<file path="src/rtl/spi24_pkg.sv">
package spi24_pkg;

    localparam int ADDR_BITS   = 8;
    localparam int DATA_BITS   = 16;
    localparam int FRAME_BITS  = ADDR_BITS + DATA_BITS;
    localparam int REG_ADDR_W  = ADDR_BITS - 1;
    localparam int TICKS_W     = 16;
    localparam int BIT_IDX_W   = 5;
    localparam int STEP_W      = 2;
    localparam int QUEUE_DEPTH = 2;
    localparam int QPTR_W      = 1;
    localparam int QCNT_W      = 2;

    localparam logic [1:0] MODE_TICK  = 2'd0;
    localparam logic [1:0] MODE_WRITE = 2'd1;
    localparam logic [1:0] MODE_READ  = 2'd2;

    localparam logic CFG_PHASE_TICKS = 1'b0;
    localparam logic CFG_CHIP_ENABLE = 1'b1;

    localparam logic [TICKS_W-1:0] PHASE_TICKS_RESET = 16'd4;

    typedef enum logic [1:0] {
        CMD_TICK  = 2'd0,
        CMD_WRITE = 2'd1,
        CMD_READ  = 2'd2
    } cmd_kind_t;

    typedef struct packed {
        cmd_kind_t             kind;
        logic [REG_ADDR_W-1:0] reg_address;
        logic [DATA_BITS-1:0]  write_data;
        logic                  readback_in;
    } spi24_req_t;

    typedef enum logic [2:0] {
        FRAME_IDLE  = 3'b001,
        FRAME_WRITE = 3'b010,
        FRAME_READ  = 3'b100
    } frame_kind_t;

endpackage

</file>
<file path="src/rtl/spi24_front.sv">
module spi24_front (
    input  logic                             clk,
    input  logic                             rst_n,
    input  logic                             in_valid,
    output logic                             in_ready,
    input  logic [1:0]                       mode,
    input  logic [spi24_pkg::REG_ADDR_W-1:0] reg_address,
    input  logic [spi24_pkg::DATA_BITS-1:0]  write_data,
    input  logic                             readback_in,
    output logic                             req_valid,
    input  logic                             req_ready,
    output spi24_pkg::spi24_req_t            req
);
    import spi24_pkg::*;

    spi24_req_t              queue_reg [QUEUE_DEPTH];
    logic [QPTR_W-1:0]       wr_ptr_reg;
    logic [QPTR_W-1:0]       wr_ptr_next;
    logic [QPTR_W-1:0]       rd_ptr_reg;
    logic [QPTR_W-1:0]       rd_ptr_next;
    logic [QCNT_W-1:0]       count_reg;
    logic [QCNT_W-1:0]       count_next;
    logic                    push;
    logic                    pop;
    spi24_req_t              classified;

    // Classify: anything that is not a start counts as a tick
    always_comb
    begin
        classified.reg_address = reg_address;
        classified.write_data  = write_data;
        classified.readback_in = readback_in;
        unique case (mode)
            MODE_WRITE: classified.kind = CMD_WRITE;
            MODE_READ:  classified.kind = CMD_READ;
            default:    classified.kind = CMD_TICK;
        endcase
    end

    assign in_ready  = (count_reg != QCNT_W'(QUEUE_DEPTH));
    assign push      = in_valid && in_ready;
    assign req_valid = (count_reg != '0);
    assign pop       = req_valid && req_ready;
    assign req       = queue_reg[rd_ptr_reg];

    always_comb
    begin
        wr_ptr_next = push ? wr_ptr_reg + QPTR_W'(1) : wr_ptr_reg;
        rd_ptr_next = pop ? rd_ptr_reg + QPTR_W'(1) : rd_ptr_reg;
        count_next  = count_reg;
        if (push && !pop)
        begin
            count_next = count_reg + QCNT_W'(1);
        end
        else if (pop && !push)
        begin
            count_next = count_reg - QCNT_W'(1);
        end
    end

    always_ff @(posedge clk or negedge rst_n)
    begin
        if (!rst_n)
        begin
            wr_ptr_reg <= '0;
            rd_ptr_reg <= '0;
            count_reg  <= '0;
        end
        else
        begin
            wr_ptr_reg <= wr_ptr_next;
            rd_ptr_reg <= rd_ptr_next;
            count_reg  <= count_next;
        end
    end

    always_ff @(posedge clk)
    begin
        if (push)
        begin
            queue_reg[wr_ptr_reg] <= classified;
        end
    end

    a_count_bound: assert property (@(posedge clk) disable iff (!rst_n)
        count_reg <= QCNT_W'(QUEUE_DEPTH))
        else $error("request queue count overflow");

    a_ptr_gap: assert property (@(posedge clk) disable iff (!rst_n)
        (count_reg == QCNT_W'(1)) |-> (wr_ptr_reg != rd_ptr_reg))
        else $error("queue pointers disagree with count");

endmodule

</file>
<file path="src/rtl/spi24_back.sv">
module spi24_back (
    input  logic                             clk,
    input  logic                             rst_n,
    input  logic                             req_valid,
    output logic                             req_ready,
    input  spi24_pkg::spi24_req_t            req,
    input  logic [spi24_pkg::TICKS_W-1:0]    phase_ticks,
    input  logic                             chip_enable,
    output logic                             out_valid,
    input  logic                             out_ready,
    output logic                             csb_pin,
    output logic                             sclk_pin,
    output logic                             sdi_pin,
    output logic                             ce_pin,
    output logic                             busy_res,
    output logic                             done_res,
    output logic [spi24_pkg::DATA_BITS-1:0]  read_data,
    output logic                             rejected
);
    import spi24_pkg::*;

    frame_kind_t             kind_reg;
    frame_kind_t             kind_next;
    logic [STEP_W-1:0]       step_reg;
    logic [STEP_W-1:0]       step_next;
    logic [BIT_IDX_W-1:0]    bit_reg;
    logic [BIT_IDX_W-1:0]    bit_next;
    logic [TICKS_W-1:0]      hold_reg;
    logic [TICKS_W-1:0]      hold_next;
    logic [FRAME_BITS-1:0]   shift_out_reg;
    logic [FRAME_BITS-1:0]   shift_out_next;
    logic [DATA_BITS-1:0]    shift_in_reg;
    logic [DATA_BITS-1:0]    shift_in_next;
    logic                    csb_reg;
    logic                    csb_next;
    logic                    sclk_reg;
    logic                    sclk_next;
    logic                    sdi_reg;
    logic                    sdi_next;
    logic                    out_valid_reg;
    logic                    ce_out_reg;
    logic                    busy_out_reg;
    logic                    done_out_reg;
    logic                    rej_out_reg;
    logic                    done_next;
    logic                    rej_next;
    logic                    enter;
    logic                    fire;
    logic                    busy;

    assign req_ready = !out_valid_reg || out_ready;
    assign fire      = req_valid && req_ready;
    assign busy      = (kind_reg != FRAME_IDLE);

    always_comb
    begin
        kind_next      = kind_reg;
        step_next      = step_reg;
        bit_next       = bit_reg;
        hold_next      = hold_reg;
        shift_out_next = shift_out_reg;
        shift_in_next  = shift_in_reg;
        csb_next       = csb_reg;
        sclk_next      = sclk_reg;
        sdi_next       = sdi_reg;
        done_next      = 1'b0;
        rej_next       = 1'b0;
        enter          = 1'b0;

        if (req.kind == CMD_WRITE || req.kind == CMD_READ)
        begin
            if (busy)
            begin
                rej_next = 1'b1;
            end
            else if (req.kind == CMD_WRITE)
            begin
                kind_next      = FRAME_WRITE;
                shift_out_next = {1'b0, req.reg_address, req.write_data};
                bit_next       = '0;
                step_next      = '0;
                enter          = 1'b1;
            end
            else
            begin
                kind_next      = FRAME_READ;
                shift_out_next = {1'b1, req.reg_address, DATA_BITS'(0)};
                shift_in_next  = '0;
                bit_next       = BIT_IDX_W'(1);
                step_next      = '0;
                enter          = 1'b1;
            end
        end
        else if (busy)
        begin
            if (hold_reg > TICKS_W'(1))
            begin
                hold_next = hold_reg - TICKS_W'(1);
            end
            else
            begin
                // Advance to the next phase, or close the frame
                enter = 1'b1;
                unique case (kind_reg)
                    FRAME_WRITE:
                    begin
                        if (bit_reg == '0)
                        begin
                            if (step_reg == '0)
                            begin
                                step_next = STEP_W'(1);
                            end
                            else
                            begin
                                bit_next  = BIT_IDX_W'(1);
                                step_next = '0;
                            end
                        end
                        else if (bit_reg <= BIT_IDX_W'(FRAME_BITS))
                        begin
                            if (step_reg < STEP_W'(2))
                            begin
                                step_next = step_reg + STEP_W'(1);
                            end
                            else
                            begin
                                bit_next  = bit_reg + BIT_IDX_W'(1);
                                step_next = '0;
                            end
                        end
                        else
                        begin
                            enter = 1'b0;
                        end
                    end
                    FRAME_READ:
                    begin
                        if (bit_reg <= BIT_IDX_W'(ADDR_BITS))
                        begin
                            if (step_reg < STEP_W'(2))
                            begin
                                step_next = step_reg + STEP_W'(1);
                            end
                            else
                            begin
                                bit_next  = bit_reg + BIT_IDX_W'(1);
                                step_next = '0;
                            end
                        end
                        else if (step_reg == '0)
                        begin
                            step_next = STEP_W'(1);
                        end
                        else if (bit_reg < BIT_IDX_W'(FRAME_BITS))
                        begin
                            bit_next  = bit_reg + BIT_IDX_W'(1);
                            step_next = '0;
                        end
                        else
                        begin
                            enter = 1'b0;
                        end
                    end
                    default:
                    begin
                        enter = 1'b0;
                    end
                endcase

                if (!enter)
                begin
                    // Frame complete: a read releases csb here
                    if (kind_reg == FRAME_READ)
                    begin
                        csb_next = 1'b1;
                    end
                    kind_next = FRAME_IDLE;
                    step_next = '0;
                    bit_next  = '0;
                    hold_next = '0;
                    done_next = 1'b1;
                end
            end
        end

        // Apply the pin change of the phase just entered and restart its hold
        if (enter)
        begin
            if (kind_next == FRAME_WRITE)
            begin
                if (bit_next == '0)
                begin
                    if (step_next == '0)
                    begin
                        sclk_next = 1'b0;
                    end
                    else
                    begin
                        sdi_next = 1'b0;
                        csb_next = 1'b0;
                    end
                end
                else if (bit_next <= BIT_IDX_W'(FRAME_BITS))
                begin
                    if (step_next == '0)
                    begin
                        sdi_next       = shift_out_next[FRAME_BITS-1];
                        shift_out_next = {shift_out_next[FRAME_BITS-2:0], 1'b0};
                    end
                    else if (step_next == STEP_W'(1))
                    begin
                        sclk_next = 1'b1;
                    end
                    else
                    begin
                        sclk_next = 1'b0;
                    end
                end
                else
                begin
                    csb_next = 1'b1;
                end
            end
            else
            begin
                if (bit_next <= BIT_IDX_W'(ADDR_BITS))
                begin
                    if (step_next == '0)
                    begin
                        sclk_next = 1'b0;
                        if (bit_next == BIT_IDX_W'(1))
                        begin
                            csb_next = 1'b0;
                        end
                    end
                    else if (step_next == STEP_W'(1))
                    begin
                        sdi_next       = shift_out_next[FRAME_BITS-1];
                        shift_out_next = {shift_out_next[FRAME_BITS-2:0], 1'b0};
                    end
                    else
                    begin
                        sclk_next = 1'b1;
                    end
                end
                else
                begin
                    if (step_next == '0)
                    begin
                        sclk_next = 1'b0;
                    end
                    else
                    begin
                        shift_in_next = {shift_in_next[DATA_BITS-2:0], req.readback_in};
                        sclk_next     = 1'b1;
                    end
                end
            end
            hold_next = (phase_ticks != '0) ? phase_ticks : TICKS_W'(1);
        end
    end

    always_ff @(posedge clk or negedge rst_n)
    begin
        if (!rst_n)
        begin
            kind_reg      <= FRAME_IDLE;
            step_reg      <= '0;
            bit_reg       <= '0;
            hold_reg      <= '0;
            shift_out_reg <= '0;
            shift_in_reg  <= '0;
            csb_reg       <= 1'b1;
            sclk_reg      <= 1'b0;
            sdi_reg       <= 1'b0;
            out_valid_reg <= 1'b0;
        end
        else
        begin
            if (fire)
            begin
                kind_reg      <= kind_next;
                step_reg      <= step_next;
                bit_reg       <= bit_next;
                hold_reg      <= hold_next;
                shift_out_reg <= shift_out_next;
                shift_in_reg  <= shift_in_next;
                csb_reg       <= csb_next;
                sclk_reg      <= sclk_next;
                sdi_reg       <= sdi_next;
                out_valid_reg <= 1'b1;
            end
            else if (out_ready)
            begin
                out_valid_reg <= 1'b0;
            end
        end
    end

    // Result flags; pins and read data come straight from the sequencer state
    always_ff @(posedge clk)
    begin
        if (fire)
        begin
            ce_out_reg   <= chip_enable;
            busy_out_reg <= (kind_next != FRAME_IDLE);
            done_out_reg <= done_next;
            rej_out_reg  <= rej_next;
        end
    end

    assign out_valid = out_valid_reg;
    assign csb_pin   = csb_reg;
    assign sclk_pin  = sclk_reg;
    assign sdi_pin   = sdi_reg;
    assign ce_pin    = ce_out_reg;
    assign busy_res  = busy_out_reg;
    assign done_res  = done_out_reg;
    assign read_data = shift_in_reg;
    assign rejected  = rej_out_reg;

    a_done_idle: assert property (@(posedge clk) disable iff (!rst_n)
        (out_valid_reg && done_out_reg) |-> (!busy_out_reg && csb_reg))
        else $error("frame done but still busy or csb low");

    a_reject_busy: assert property (@(posedge clk) disable iff (!rst_n)
        (out_valid_reg && rej_out_reg) |-> (busy_out_reg && !done_out_reg))
        else $error("request rejected while idle");

    a_hold_live: assert property (@(posedge clk) disable iff (!rst_n)
        (kind_reg != FRAME_IDLE) |-> (hold_reg != '0))
        else $error("phase hold empty during a frame");

    a_idle_csb: assert property (@(posedge clk) disable iff (!rst_n)
        (kind_reg == FRAME_IDLE) |-> csb_reg)
        else $error("csb low with no frame in progress");

endmodule

</file>
<file path="src/rtl/spi_24bit_register_master.sv">
// A request accepted from the input passes through the request queue and then the pin
// sequencer's output register before its result appears. Throughput: one request per cycle
// unless the output stalls; each request moves the sequencer by at most one phase.
// A two-entry queue decouples input acceptance from the sequencer and the output stall.
// Reset: csb high, sclk/sdi low, chip enable 0, no frame, queue and result empty,
// phase_ticks 4.
module spi_24bit_register_master (
    input  logic                             clk,
    input  logic                             rst_n,
    input  logic                             cfg_we,
    input  logic                             cfg_index,
    input  logic [spi24_pkg::TICKS_W-1:0]    cfg_data,
    input  logic                             in_valid,
    output logic                             in_ready,
    input  logic [1:0]                       mode,
    input  logic [spi24_pkg::REG_ADDR_W-1:0] reg_address,
    input  logic [spi24_pkg::DATA_BITS-1:0]  write_data,
    input  logic                             readback_in,
    output logic                             out_valid,
    input  logic                             out_ready,
    output logic                             csb_pin,
    output logic                             sclk_pin,
    output logic                             sdi_pin,
    output logic                             ce_pin,
    output logic                             busy_res,
    output logic                             done_res,
    output logic [spi24_pkg::DATA_BITS-1:0]  read_data,
    output logic                             rejected
);
    import spi24_pkg::*;

    logic [TICKS_W-1:0] phase_ticks_reg;
    logic               chip_enable_reg;
    logic               req_valid;
    logic               req_ready;
    spi24_req_t         req;

    always_ff @(posedge clk or negedge rst_n)
    begin
        if (!rst_n)
        begin
            phase_ticks_reg <= PHASE_TICKS_RESET;
            chip_enable_reg <= 1'b0;
        end
        else if (cfg_we)
        begin
            unique case (cfg_index)
                CFG_PHASE_TICKS: phase_ticks_reg <= cfg_data;
                CFG_CHIP_ENABLE: chip_enable_reg <= cfg_data[0];
                default:         phase_ticks_reg <= phase_ticks_reg;
            endcase
        end
    end

    spi24_front u_front (
        .clk         (clk),
        .rst_n       (rst_n),
        .in_valid    (in_valid),
        .in_ready    (in_ready),
        .mode        (mode),
        .reg_address (reg_address),
        .write_data  (write_data),
        .readback_in (readback_in),
        .req_valid   (req_valid),
        .req_ready   (req_ready),
        .req         (req)
    );

    spi24_back u_back (
        .clk         (clk),
        .rst_n       (rst_n),
        .req_valid   (req_valid),
        .req_ready   (req_ready),
        .req         (req),
        .phase_ticks (phase_ticks_reg),
        .chip_enable (chip_enable_reg),
        .out_valid   (out_valid),
        .out_ready   (out_ready),
        .csb_pin     (csb_pin),
        .sclk_pin    (sclk_pin),
        .sdi_pin     (sdi_pin),
        .ce_pin      (ce_pin),
        .busy_res    (busy_res),
        .done_res    (done_res),
        .read_data   (read_data),
        .rejected    (rejected)
    );

endmodule

</file>
<file path="config.mk">
export PLATFORM = sky130hd
export DESIGN_NAME = spi_24bit_register_master
export DESIGN_NICKNAME = d
export VERILOG_FILES = /design/src/rtl/spi24_pkg.sv /design/src/rtl/spi24_front.sv /design/src/rtl/spi24_back.sv /design/src/rtl/spi_24bit_register_master.sv
export SDC_FILE = /design/constraint.sdc
export NUM_CORES = 1
export LEC_CHECK = 0
export ABC_CLOCK_PERIOD_IN_PS = 8900
export BUFFER_PORTS_ARGS = -buffer_cell sky130_fd_sc_hd__buf_2
export CAP_MARGIN = 20
export CORE_MARGIN = 2
export CORE_UTILIZATION = 64
export CTS_CLUSTER_DIAMETER = 40
export DETAILED_ROUTE_END_ITERATION = 8
export GPL_ROUTABILITY_DRIVEN = 0
export PLACE_DENSITY = 0.95
export SYNTH_ARGS = -nofsm -noshare
export SYNTH_HDL_FRONTEND = slang
export SYNTH_SLANG_ARGS = --single-unit
</file>
<file path="constraint.sdc">
create_clock -name clk -period 8.9 [get_ports clk]
set_input_delay 0.89 -clock clk [delete_from_list [all_inputs] [get_ports clk]]
set_output_delay 0.89 -clock clk [all_outputs]
set_load 0.01 [all_outputs]
</file>
# Word level (Yosys, flattened, before mapping)
# Memory sizes are Yosys's and may differ from the RTL's.
# Cells that the tools add are included.
totals:
  mem_bits_rw: 52
  output_inout_bits: 25
  wordCells: 193
  latch_bits: 0
  ff_bits: 95
  rom_bits: 0
  mem_count: 1
classes:
  reduce_logical: 26
  muxes: 110
  shifts: 0
  n_eq_ne: 21
  addsub: 7
  bitwise: 2
  n_mul: 0
  div_mod_pow: 0
  magnitude_cmp: 7
mem_list:
  columns: ["name", "words", "word_bits", "rd", "rd_ports_with_merged_regs", "wr", "line_no", "text"]
  rows:
  - ["u_front.queue_reg", 2, 26, 1, 0, 1, "spi24_front.sv:16", "spi24_req_t queue_reg [QUEUE_DEPTH];"]
ops:
  columns: ["operator", "count"]
  rows:
  - ["$mux W24", 11]
  - ["$mux W16", 13]
  - ["$mux W5", 12]
  - ["$mux W1", 51]
  - ["$mux W2", 13]
  - ["$mux W3", 6]
  - ["$gt A16 B1 Y1 const B", 1]
  - ["$reduce_bool A16 Y1", 1]
  - ["$sub A16 B1 Y16 const B", 1]
  - ["$ne A3 B3 Y1 const B", 4]
  - ["$reduce_bool A2 Y1", 6]
  - ["$le A5 B4 Y1 const B", 2]
  - ["$le A5 B5 Y1 const B", 2]
  - ["$logic_not A5 Y1", 2]
  - ["$pmux W5 S2", 1]
  - ["$ne A3 B1 Y1 const B", 3]
  - ["$pmux W2 S2", 2]
  - ["$reduce_and A8 Y1", 1]
  - ["$eq A2 B1 Y1 const B", 3]
  - ["$eq A3 B2 Y1 const B", 2]
  - ["$reduce_and A6 Y1", 1]
  - ["$add A5 B1 Y5 const B", 1]
  - ["$eq A5 B1 Y1 const B", 1]
  - ["$lt A5 B5 Y1 const B", 1]
  - ["other kinds (18)", 32]

# Longest topological paths before layout
# Gate-level depths: netlist (run 1).
logic_depth:
  word_depth: 18
  ltp_mapped: 16
  mapped_depth_nobuf: 12

# Hierarchy
# From an unflattened synthesis (run 1), not the netlist that was laid out.
unflattened:
  hier_cells: 724
  hier_area_um2: 7698.6
by_module_without_submodules:
  columns: ["mod", "cells_each", "area_per_inst_um2", "instances"]
  rows:
  - ["spi24_back", 585, 4810.9, 1]
  - ["spi24_front", 101, 2183.3, 1]
  - ["spi_24bit_register_master", 38, 704.4, 1]

# Worst setup path before layout (run 1)
# OpenSTA, ideal clock, no wires.
synth_timing:
  path_kind: "reg-to-reg"
  from: "register u_front.rd_ptr_reg"
  to: "register u_back.shift_out_reg[13]"
  arrival_time_ns: 4.371
  setup_ns: 0.126
  path_stages_with_launch: 17
  path_slack_ns: 4.403
  required_ns: 8.774
  cell_sequence: "dfrtp_1 > clkbuf_1 > buf_1 > clkbuf_1 > mux2_2 > ha_1 > or3b_1 > or2_2 > clkbuf_1 > nand2_1 > o22ai_1 > a211oi_1 > nand2_1 > and4_4 > or2_0 > buf_2 > a221o_1"
synth_via:
  elab_chain_cells: 10
  elab_cells_between_ends: 29
synth_rtl:
  columns: ["element", "line_no", "text"]
  rows:
  - ["start: declaration", "spi24_front.sv:19", "logic [QPTR_W-1:0] rd_ptr_reg;"]
  - ["start signal: assignment", "spi24_front.sv:72", "rd_ptr_reg <= rd_ptr_next;"]
  - ["$mem_v2 Z2 W26 *", null, null]
  - ["$eq A2 B1 Y1 / $eq A2 B2 Y1 (equally long branches)", "spi24_back.sv:70, spi24_back.sv:76", null]
  - ["$mux W1 (tied with other cells)", "spi24_back.sv:76", "else if (req.kind == CMD_WRITE)"]
  - ["$mux W5 (tied with other cells)", "spi24_back.sv:72", "if (busy)"]
  - ["$mux W5 (tied with other cells)", "spi24_back.sv:70", "if (req.kind == CMD_WRITE || req.kind == CMD_READ)"]
  - ["$le A5 B5 Y1 (tied with other cells)", "spi24_back.sv:203", "else if (bit_next <= BIT_IDX_W'(FRAME_BITS))"]
  - ["$mux W24 (on tied branches)", "spi24_back.sv:203, spi24_back.sv:228", null]
  - ["$mux W24 (on tied branches)", "spi24_back.sv:191, spi24_back.sv:226", null]
  - ["$mux W24", "spi24_back.sv:189", "if (kind_next == FRAME_WRITE)"]
  - ["$mux W24 *", "spi24_back.sv:187", "if (enter)"]
  - ["end signal: assignment", "spi24_back.sv:286", "shift_out_reg <= shift_out_next;"]
  - ["end: declaration", "spi24_back.sv:30", "logic [FRAME_BITS-1:0] shift_out_reg;"]
# Mark *: on every way between the ends. The rest lies on a longest branch, timed or not.
# A chain may end at the register's enable or synchronous reset.

# Final worst setup path (run 1)
layout_timing:
  from: "register u_front.rd_ptr_reg"
  to: "register u_back.shift_out_reg[19]"
layout_via:
  elab_chain_cells: 10
  elab_cells_between_ends: 29
layout_rtl:
  columns: ["element", "line_no"]
  rows:
  - ["$mem_v2 Z2 W26 *", null]
  - ["$eq A2 B1 Y1 / $eq A2 B2 Y1 (equally long branches)", "spi24_back.sv:70, spi24_back.sv:76"]
  - ["$mux W1 / $logic_or A1 B1 Y1 (equally long branches)", "spi24_back.sv:76, spi24_back.sv:70"]
  - ["$mux W5 / $mux W2 (equally long branches)", "spi24_back.sv:72, spi24_back.sv:70"]
  - ["$mux W5 (tied with other cells)", "spi24_back.sv:70"]
  - ["$le A5 B5 Y1 (tied with other cells)", "spi24_back.sv:203"]
  - ["$mux W24 (on tied branches)", "spi24_back.sv:203, spi24_back.sv:228"]
  - ["$mux W24 (on tied branches)", "spi24_back.sv:191, spi24_back.sv:226"]
  - ["$mux W24", "spi24_back.sv:189"]
  - ["$mux W24 *", "spi24_back.sv:187"]
# Marked as above.

==> run summary, run 1 <==
WHS = 408 ps
period utilisation layout = 52.0%
placed instance area = 7850 um^2
H-tree depth = 4
mean routed wirelength per cell = 22.6 um
Initial Util = 65.5%
fraction of layout cells with a size suffix above 1 = 21.8%
Hold/Removal Path Class = input pin to asynchronous set/reset pin
CP Data Required Time = 9210 ps
Fmax = 216 MHz
Cell Area, Synth = 7440 um^2
Clock transition at path regs = 60 ps
syn avg cell area = 10.3 um^2
Post-Place Setup Slack = 4250 ps
Crit-path slowest cell = nand2_1
drt initial violations = 1004
vias in the first global route = 6442
Synth Flop Type = dfrtp_1
drt drc = 0
WP data arrival = 4950 ps
Max-Cap Viols = 0
Fin Setup TNS = 0 ps
I/O Buffers = 72
Pins Over Slew Limit = 0
setup violators final = 0
Die Span Y = 112 um
number of diodes = 0
Hold Buf Count CTS = 0
post-route minimum period = 4630 ps
setup repair bufs after CTS = 0
first-pass GRT wire length = 33300 um
GR Util All Layers = 33.8%
drt pass-1 iters = 8
post-cts resize count = 0
post-synthesis net count = 774
initial antenna violation count = 0
largest net degree at the start of global routing = 92
flops & latches, synth = 147
Num CTS Buffers = 17
Final Hold Fails = 0
Cell variety after synth = 81
NumNets Final = 827
clk_lat worst skew = 430 ps
ys async rst share = 61.9%
Final Instance Area = 8550 um^2
Worst Setup End Kind = flip-flop
Max-slew headroom = 33.4%
worst slew pin tran = 990 ps
max reg flops = 52
WS Path Type = flip-flop to flip-flop
Std-Cell Core Area = 11400 um^2
total power = 2.74 mW
Root Driver = clkbuf_16
EDFF count, synth = 56
FP Rows = 39
Max clock buf depth = 2
leakage = 3.49 nW
Final WS setup = 4270 ps
DR vias = 6674
pwr/cell area = 320 nW/um^2
synth warn = 0
crit-path cells = mux2_2 > ha_1 > or3b_1 > or2_2 > nand2_1 > and4b_1 > a32o_1 > buf_6 > nor3_1 > a221o_1
Critical Path Source Type = flip-flop
Max IR drop VDD = 0.181 mV
drt total wl = 21000 um
RSZ-0062 raised after global routing = false
Clock Sinks = 147
die area = 12500 um^2
status = finished, final reports clean
clk_skew = 8.65 ps
grt ovf = 0
worst-path maximum fanout = 32
slowest stage delay, CP = 650 ps
register area share after synthesis = 53.2%
hpwl dp = 12000 um
Die W = 112 um
Via density = 7.18
area grow syn2layout = 14.9%
Synth Instances = 720
TritonCTS clock tree = built
Antenna Nets Post-Route = 0
# IOs = 73
-- layer usage --
layer  GRT usage (%)  routed length (um)  part of all wire, %  up-vias
li1                -                   -                    -     2766
met1            40.7                7220                   34     3133
met2            56.1               10400                   49      584
met3            7.89                1960                  9.3      191
met4            19.6                1460                  7.0        0
met5               0                   0                    0        -
-- layout by cell type, fill, tap and decap left out, types with 7 or more instances in the layout --
cell        n
inv_1      16
nor2_1     40
mux2_2     35
nor2b_1    10
buf_2      71
o21ai_0    62
o211ai_1    8
dfrtp_1    88
nand2_1    96
buf_4       7
clkbuf_16  20
nand3_1    18
mux2i_1    11
o21ai_1    10
a221o_1    13
and3_1      7
edfxtp_1   56
nor3_1     21
nand2b_1   10
a21oi_1    45
-- critical path, delay by kind of cell (launching register included) --
kind            cells  cell delay (ps)
flops               1              440
compound gates      2              850
simple gates        5             2090
fa+ha+maj           1              490
mux                 1              360
buf+inv             1              270
-- layout make-up --
cell class              count  area, um^2
well taps                 143         179
fillers                   664        2820
multi-input cells         509        3240
clock buffers              23         532
inverters                  16        60.1
repair buffers             82         473
clock inverters             9         110
flip-flops and latches    147        3960
-- logic make-up (layout without fill, tap and decap cells) --
kind of cell	count (synthesis)	in the layout	synth area share, %
buffers and inverters	64	130	3.50
XOR/XNOR	7	7	0.824
AND/OR/NAND/NOR	243	243	16.1
AO/OA/AOI/OAI	205	205	18.2
flip-flops	147	147	53.2
multiplexers	47	47	6.93
adder cells (fa/ha/maj)	7	7	1.14
-- per-stage QoR --
stage          instances  utilization, %
4_1_cts              925            74.7
2_1_floorplan        720               -
3_3_place_gp         892            68.9
6_report             929            75.2
5_1_grt              929            75.2
3_5_place_dp         893            69.0
-- power breakdown --
part | internal [mW] | switching [mW]
logic | 0.319 | 0.596
clock network | 0.479 | 0.288
registers | 0.898 | 0.154
-- final timing paths --
path | cells past startpoint | end | slack (ps) | from
worst max-delay path | 10 | u_back.shift_out_reg[19]$_DFFE_PN0P_ | 4270 | u_front.rd_ptr_reg$_DFFE_PN0P_
worst min-delay path | 1 | phase_ticks_reg[4]$_DFFE_PN0P_ | 410 | rst_n
worst max register to register | 10 | u_back.shift_out_reg[19]$_DFFE_PN0P_ | 4270 | u_front.rd_ptr_reg$_DFFE_PN0P_
worst min register to register | 0 | u_back.ce_pin$_DFFE_PP_ | 460 | chip_enable_reg$_DFFE_PN0P_
max in group asynchronous | 2 | phase_ticks_reg[2]$_DFFE_PN1P_ | 7820 | rst_n
min in group clk | 0 | u_back.ce_pin$_DFFE_PP_ | 460 | chip_enable_reg$_DFFE_PN0P_
-- Yosys cell counts, drive strengths merged (6+ instances only) --
| cell type | instances | area (um^2) |
|---|---|---|
| a32oi | 7 | 80.1 |
| clkbuf | 35 | 131 |
| dfrtp | 88 | 2200 |
| nand2 | 96 | 360 |
| nor2b | 10 | 62.6 |
| o21ai | 74 | 374 |
| nor3 | 22 | 115 |
| nand2b | 11 | 76.3 |
| buf | 13 | 68.8 |
| a211oi | 6 | 50.1 |
| inv | 16 | 60.1 |
| edfxtp | 56 | 1680 |
| and2 | 7 | 46.3 |
| and3 | 7 | 43.8 |
| mux2i | 11 | 110 |
| ha | 6 | 75.1 |
| nor2 | 42 | 158 |
| o211ai | 8 | 60.1 |
| mux2 | 36 | 405 |
| a21oi | 45 | 225 |
| nand3 | 18 | 90.1 |
| nor4 | 7 | 50.1 |
| a221o | 13 | 130 |
Power figures use the tool's default switching activity.
==> run 2: changes to the inputs <==
--- a/config.mk
+++ b/config.mk
@@ -5,15 +5,15 @@
 export SDC_FILE = /design/constraint.sdc
 export NUM_CORES = 1
 export LEC_CHECK = 0
-export ABC_CLOCK_PERIOD_IN_PS = 8900
+export ABC_CLOCK_PERIOD_IN_PS = 4000
 export BUFFER_PORTS_ARGS = -buffer_cell sky130_fd_sc_hd__buf_2
 export CAP_MARGIN = 20
 export CORE_MARGIN = 2
-export CORE_UTILIZATION = 64
+export CORE_UTILIZATION = 54
 export CTS_CLUSTER_DIAMETER = 40
 export DETAILED_ROUTE_END_ITERATION = 8
 export GPL_ROUTABILITY_DRIVEN = 0
-export PLACE_DENSITY = 0.95
+export PLACE_DENSITY = 0.89
 export SYNTH_ARGS = -nofsm -noshare
 export SYNTH_HDL_FRONTEND = slang
 export SYNTH_SLANG_ARGS = --single-unit
==> constraint.sdc (replaced) <==
create_clock -name clk -period 4 [get_ports clk]
set_input_delay 0.4 -clock clk [delete_from_list [all_inputs] [get_ports clk]]
set_output_delay 0.4 -clock clk [all_outputs]
set_load 0.01 [all_outputs]
==> run 2 against run 1 <==
Clock power grew 86%. Critical endpoint is now u_back.shift_out_reg[11]$_DFFE_PN0P_. Die area grew 18%. Cell count grew 5.0%. Clock-buffer cell count shrank 3. Largest power group unchanged. Via count shrank 9.4%.
==> run summary, run 2 (same netlist as run 1, synthesis figures left out) <==
status = finished, final reports clean
Fin Setup TNS = 0 ps
H-tree depth = 4
I/O Buffers = 72
Critical Path Source Type = flip-flop
Hold/Removal Path Class = input pin to asynchronous set/reset pin
mean routed wirelength per cell = 18.0 um
clk_lat worst skew = 420 ps
drt drc = 0
Max clock buf depth = 2
worst-path maximum fanout = 31
RSZ-0062 raised after global routing = false
drt total wl = 17600 um
crit-path cells = nor4_1 > o21ai_0 > or4_1 > o31ai_2 > a31oi_2 > and2_4 > nor3_2 > a32o_1 > buf_4 > nor2b_1 > a221o_1
vias in the first global route = 5887
most common cell after layout, fill and taps aside = nand2_1
clk_skew = 10.3 ps
worst slew pin tran = 848 ps
number of diodes = 0
Initial Util = 55.8%
die area = 14700 um^2
family with the most delay on the worst path = simple AND/OR/NAND/NOR gates
Max-Cap Viols = 0
FP Rows = 42
Clock transition at path regs = 60 ps
Num CTS Buffers = 17
WHS = 66.2 ps
Clock Sinks = 147
total power = 5.70 mW
Util after Layout = 64.2%
Max-slew headroom = 43.4%
first-pass GRT wire length = 28700 um
# IOs = 73
post-route minimum period = 3710 ps
NumNets Final = 840
Pins Over Slew Limit = 0
largest net degree at the start of global routing = 64
pwr/cell area = 665 nW/um^2
Final Hold Fails = 0
Root Driver = clkbuf_16
commonest non-fill, non-tap cells in the layout = nand2_1, dfrtp_1, buf_2
Die W = 121 um
hpwl dp = 11600 um
Fmax = 269 MHz
area grow syn2layout = 15.1%
Worst Setup End Kind = flip-flop
Std-Cell Core Area = 13300 um^2
slowest stage delay, CP = 690 ps
drt initial violations = 693
setup violators final = 0
placed instance area = 8030 um^2
GR Util All Layers = 25.0%
Max IR drop VDD = 0.701 mV
max reg flops = 52
Die Span Y = 121 um
Crit-path slowest cell = or4_1
Final Instance Area = 8560 um^2
fraction of layout cells with a size suffix above 1 = 22.3%
leakage = 3.48 nW
DR vias = 6044
initial antenna violation count = 0
# fillers = 1027
TritonCTS clock tree = built
period utilisation layout = 92.9%
Via density = 6.20
drt pass-1 iters = 5
CP Data Required Time = 4300 ps
Antenna Nets Post-Route = 0
Buf/Inv on CP = 1
grt ovf = 0
WP data arrival = 4020 ps
WS Path Type = flip-flop to flip-flop
-- run 2: cell types whose count changed in the layout (fill, tap and decap cells not counted), sizes merged --
cell      change
buf          +13
clkinvlp      +2
inv           -1
clkbuf        -3
bufinv        -1
clkinv        +3
-- run 2: routing by layer --
metal  up-vias  wire length, um  global-route usage (%)  part of all wire, %
met4         0              422                    9.70                  2.4
met2       277             8880                    41.4                   50
met5         -                0                       0                    0
met1      2948             7180                    32.5                   41
li1       2774                -                       -                    -
met3        45             1100                    5.12                  6.3
-- run 2: final cells by class --
class	instances	area [um^2]	area share [%]
Sequential cell	147	3960	46.3
Timing Repair Buffer	95	556	6.49
Clock inverter	12	90.1	1.05
Inverter	16	60.1	0.701
Multi-Input combinational cell	509	3240	37.8
Tap cell	176	220	2.57
Clock buffer	20	437	5.10
-- run 2: metrics by stage --
stage	worst slack, ps	std cells
2_1_floorplan	2.73	720
6_report	285	975
3_5_place_dp	402	942
5_1_grt	74.7	975
4_1_cts	344	974
3_3_place_gp	485	941
-- run 2: worst register-to-register path, delay by kind of cell (launching register included) --
kind / cells / cell delay [ps]
flip-flops: 1 / 440
AO/OA/AOI/OAI: 5 / 1210
AND/OR/NAND/NOR: 5 / 1630
buffers and inverters: 1 / 310
-- run 2: what timing repair did --
action,CTS,global route
buffers inserted,0,0
endpoints found under the setup margin,0,2
gates resized for setup,0,2
hold buffers,0,0
hold endpoints to repair,0,0
-- run 2: worst paths after layout --
| path | start | to | slack (ps) | cells past startpoint |
|---|---|---|---|---|
| setup / recovery | u_back.hold_reg[6]$_DFFE_PN0P_ | u_back.shift_out_reg[11]$_DFFE_PN0P_ | 290 | 11 |
| hold / removal | rst_n | phase_ticks_reg[11]$_DFFE_PN0P_ | 70 | 1 |
| setup reg to reg | u_back.hold_reg[6]$_DFFE_PN0P_ | u_back.shift_out_reg[11]$_DFFE_PN0P_ | 290 | 11 |
| hold reg to reg | chip_enable_reg$_DFFE_PN0P_ | u_back.ce_pin$_DFFE_PP_ | 440 | 0 |
| max in group asynchronous | rst_n | u_back.kind_reg[0]$_DFFE_PN1P_ | 2980 | 2 |
| min in group clk | reg_address[6] | u_front.queue_reg[0][23]$_DFFE_PP_ | 170 | 1 |
-- run 2: report_power, final --
part	internal (mW)	leakage, nW	total [mW]	switching [mW]
sequential	2.00	1.69	2.29	0.287
clock	0.841	0.248	1.43	0.585
combinational	0.753	1.54	1.99	1.23
==> run 3: changes to the inputs <==
--- a/config.mk
+++ b/config.mk
@@ -5,15 +5,16 @@
 export SDC_FILE = /design/constraint.sdc
 export NUM_CORES = 1
 export LEC_CHECK = 0
-export ABC_CLOCK_PERIOD_IN_PS = 4000
+export ABC_CLOCK_PERIOD_IN_PS = 4230
 export BUFFER_PORTS_ARGS = -buffer_cell sky130_fd_sc_hd__buf_2
 export CAP_MARGIN = 20
 export CORE_MARGIN = 2
-export CORE_UTILIZATION = 54
+export CORE_UTILIZATION = 61
+export CTS_BUF_LIST = sky130_fd_sc_hd__clkbuf_8
 export CTS_CLUSTER_DIAMETER = 40
 export DETAILED_ROUTE_END_ITERATION = 8
 export GPL_ROUTABILITY_DRIVEN = 0
-export PLACE_DENSITY = 0.89
+export PLACE_DENSITY = 0.94
 export SYNTH_ARGS = -nofsm -noshare
 export SYNTH_HDL_FRONTEND = slang
 export SYNTH_SLANG_ARGS = --single-unit
==> constraint.sdc (replaced) <==
create_clock -name clk -period 4.23 [get_ports clk]
set_input_delay 0.423 -clock clk [delete_from_list [all_inputs] [get_ports clk]]
set_output_delay 0.423 -clock clk [all_outputs]
set_load 0.01 [all_outputs]
==> run 3 against run 2 <==
Clock-buffer cell count fell by 2. Routed wire length rose by 5.6%. Cell area shrank 1.9%. Combinational power fell by 4%. Power shrank 8.2%. Sequential cell count unchanged.
==> run summary, run 3 (same netlist as run 1, synthesis figures left out) <==
die area = 13100 um^2
largest net degree at the start of global routing = 92
WS Path Type = flip-flop to flip-flop
drt drc = 0
first-pass GRT wire length = 29100 um
period utilisation layout = 96.7%
commonest non-fill, non-tap cells in the layout = nand2_1, dfrtp_1, buf_2
Root Driver = clkbuf_8
Die Span Y = 114 um
Clock transition at path regs = 80 ps
drt initial violations = 633
Antenna Nets Post-Route = 0
Max-Cap Viols = 0
status = finished, final reports clean
clk_skew = 21.6 ps
initial antenna violation count = 0
Fin Setup TNS = 0 ps
drt total wl = 18600 um
clk_lat worst skew = 460 ps
Worst Setup End Kind = flip-flop
Die W = 114 um
Std-Cell Core Area = 12000 um^2
Final Non-Filler Cells = 940
# fillers = 757
Pins Over Slew Limit = 0
RSZ-0062 raised after global routing = false
worst slew pin tran = 907 ps
FP Rows = 40
setup violators final = 0
I/O Buffers = 72
vias in the first global route = 6084
number of diodes = 0
Initial Util = 62.2%
Num CTS Buffers = 17
DR vias = 6253
Max-slew headroom = 39.1%
Hold/Removal Path Class = input pin to flip-flop
placed instance area = 7900 um^2
# placed instances = 903
setup repair bufs after CTS = 0
leakage = 3.42 nW
Max IR drop VDD = 0.329 mV
NumNets Final = 834
WP data arrival = 4480 ps
Clock Sinks = 147
post-route minimum period = 4090 ps
max reg flops = 52
Fmax = 245 MHz
pwr/cell area = 623 nW/um^2
hpwl dp = 11500 um
fraction of layout cells with a size suffix above 1 = 22.4%
GR Util All Layers = 28.4%
Final Instance Area = 8400 um^2
Final Hold Fails = 0
Max clock buf depth = 2
Critical Path Source Type = flip-flop
Via density = 6.65
most common cell after layout, fill and taps aside = nand2_1
worst-path maximum fanout = 32
CP Data Required Time = 4620 ps
TritonCTS clock tree = built
H-tree depth = 4
mean routed wirelength per cell = 19.8 um
# IOs = 73
grt ovf = 0
area grow syn2layout = 12.9%
drt pass-1 iters = 7
run 3: repair_timing:
action                                  4_1_cts  5_1_grt
hold buffers                                  0        1
resized for setup                             0        1
endpoints found under the setup margin        0        9
hold endpoints to repair                      0       17
run 3: area by class of cell:
| class | instances | area [um^2] | share of cell area, % |
|---|---|---|---|
| Timing Repair Buffer | 89 | 541 | 6.44 |
| Clock inverter | 14 | 163 | 1.94 |
| Tap cell | 147 | 184 | 2.19 |
| Multi-Input combinational cell | 509 | 3240 | 38.6 |
| Inverter | 16 | 60.1 | 0.715 |
| Sequential cell | 147 | 3960 | 47.2 |
| Clock buffer | 18 | 248 | 2.95 |
run 3: critical path, stage by stage (launching register included):
cell	delay [ps]
dfrtp_1	530
inv_1	140
ha_1	260
nor2b_1	170
o21ai_1	470
nand2_1	270
a32oi_4	270
o211ai_1	120
a211oi_1	510
nand2_1	270
a32o_1	310
buf_4	240
nor3_1	280
a221o_1	160
run 3: report_power, final:
part | leakage [nW] | total [mW] | switching, mW | internal (mW)
sequential | 1.69 | 2.18 | 0.292 | 1.89
clock | 0.203 | 1.14 | 0.549 | 0.595
combinational | 1.52 | 1.91 | 1.21 | 0.702
run 3: through the flow:
step / hold WS [ps] / power (mW) / setup slack [ps] / utilization [%]
final: 153 / 5.23 / 141 / 70.2
after detailed placement: 474 / 3.97 / 406 / 66.1
after global routing: 136 / 5.49 / 18.8 / 70.2
after CTS: 147 / 5.12 / 259 / 69.5
after floorplan: 127 / 3.46 / 40.6 / -
after global placement: 467 / 3.82 / 637 / 65.9
run 3: per-layer routing:
layer / routed length (um) / up-vias / global-route usage [%]
met1: 6970 / 3012 / 35.2
li1: - / 2761 / -
met3: 1560 / 90 / 6.19
met5: 0 / - / 0
met2: 9350 / 390 / 47.3
met4: 691 / 0 / 13.9
run 3: final timing paths:
path / slack [ps] / endpoint / depth (start not counted) / startpoint
setup / recovery: 140 / u_back.shift_out_reg[5]$_DFFE_PN0P_ / 13 / u_back.bit_reg[0]$_DFFE_PN0P_
setup reg to reg: 140 / u_back.shift_out_reg[5]$_DFFE_PN0P_ / 13 / u_back.bit_reg[0]$_DFFE_PN0P_
hold reg to reg: 490 / u_back.sclk_pin$_DFFE_PN0P_ / 1 / u_back.sclk_pin$_DFFE_PN0P_
min in group asynchronous: 380 / phase_ticks_reg[3]$_DFFE_PN0P_ / 2 / rst_n
hold / removal: 150 / u_front.queue_reg[0][2]$_DFFE_PP_ / 1 / write_data[1]
max in group asynchronous: 3160 / u_back.csb_pin$_DFFE_PN1P_ / 3 / rst_n
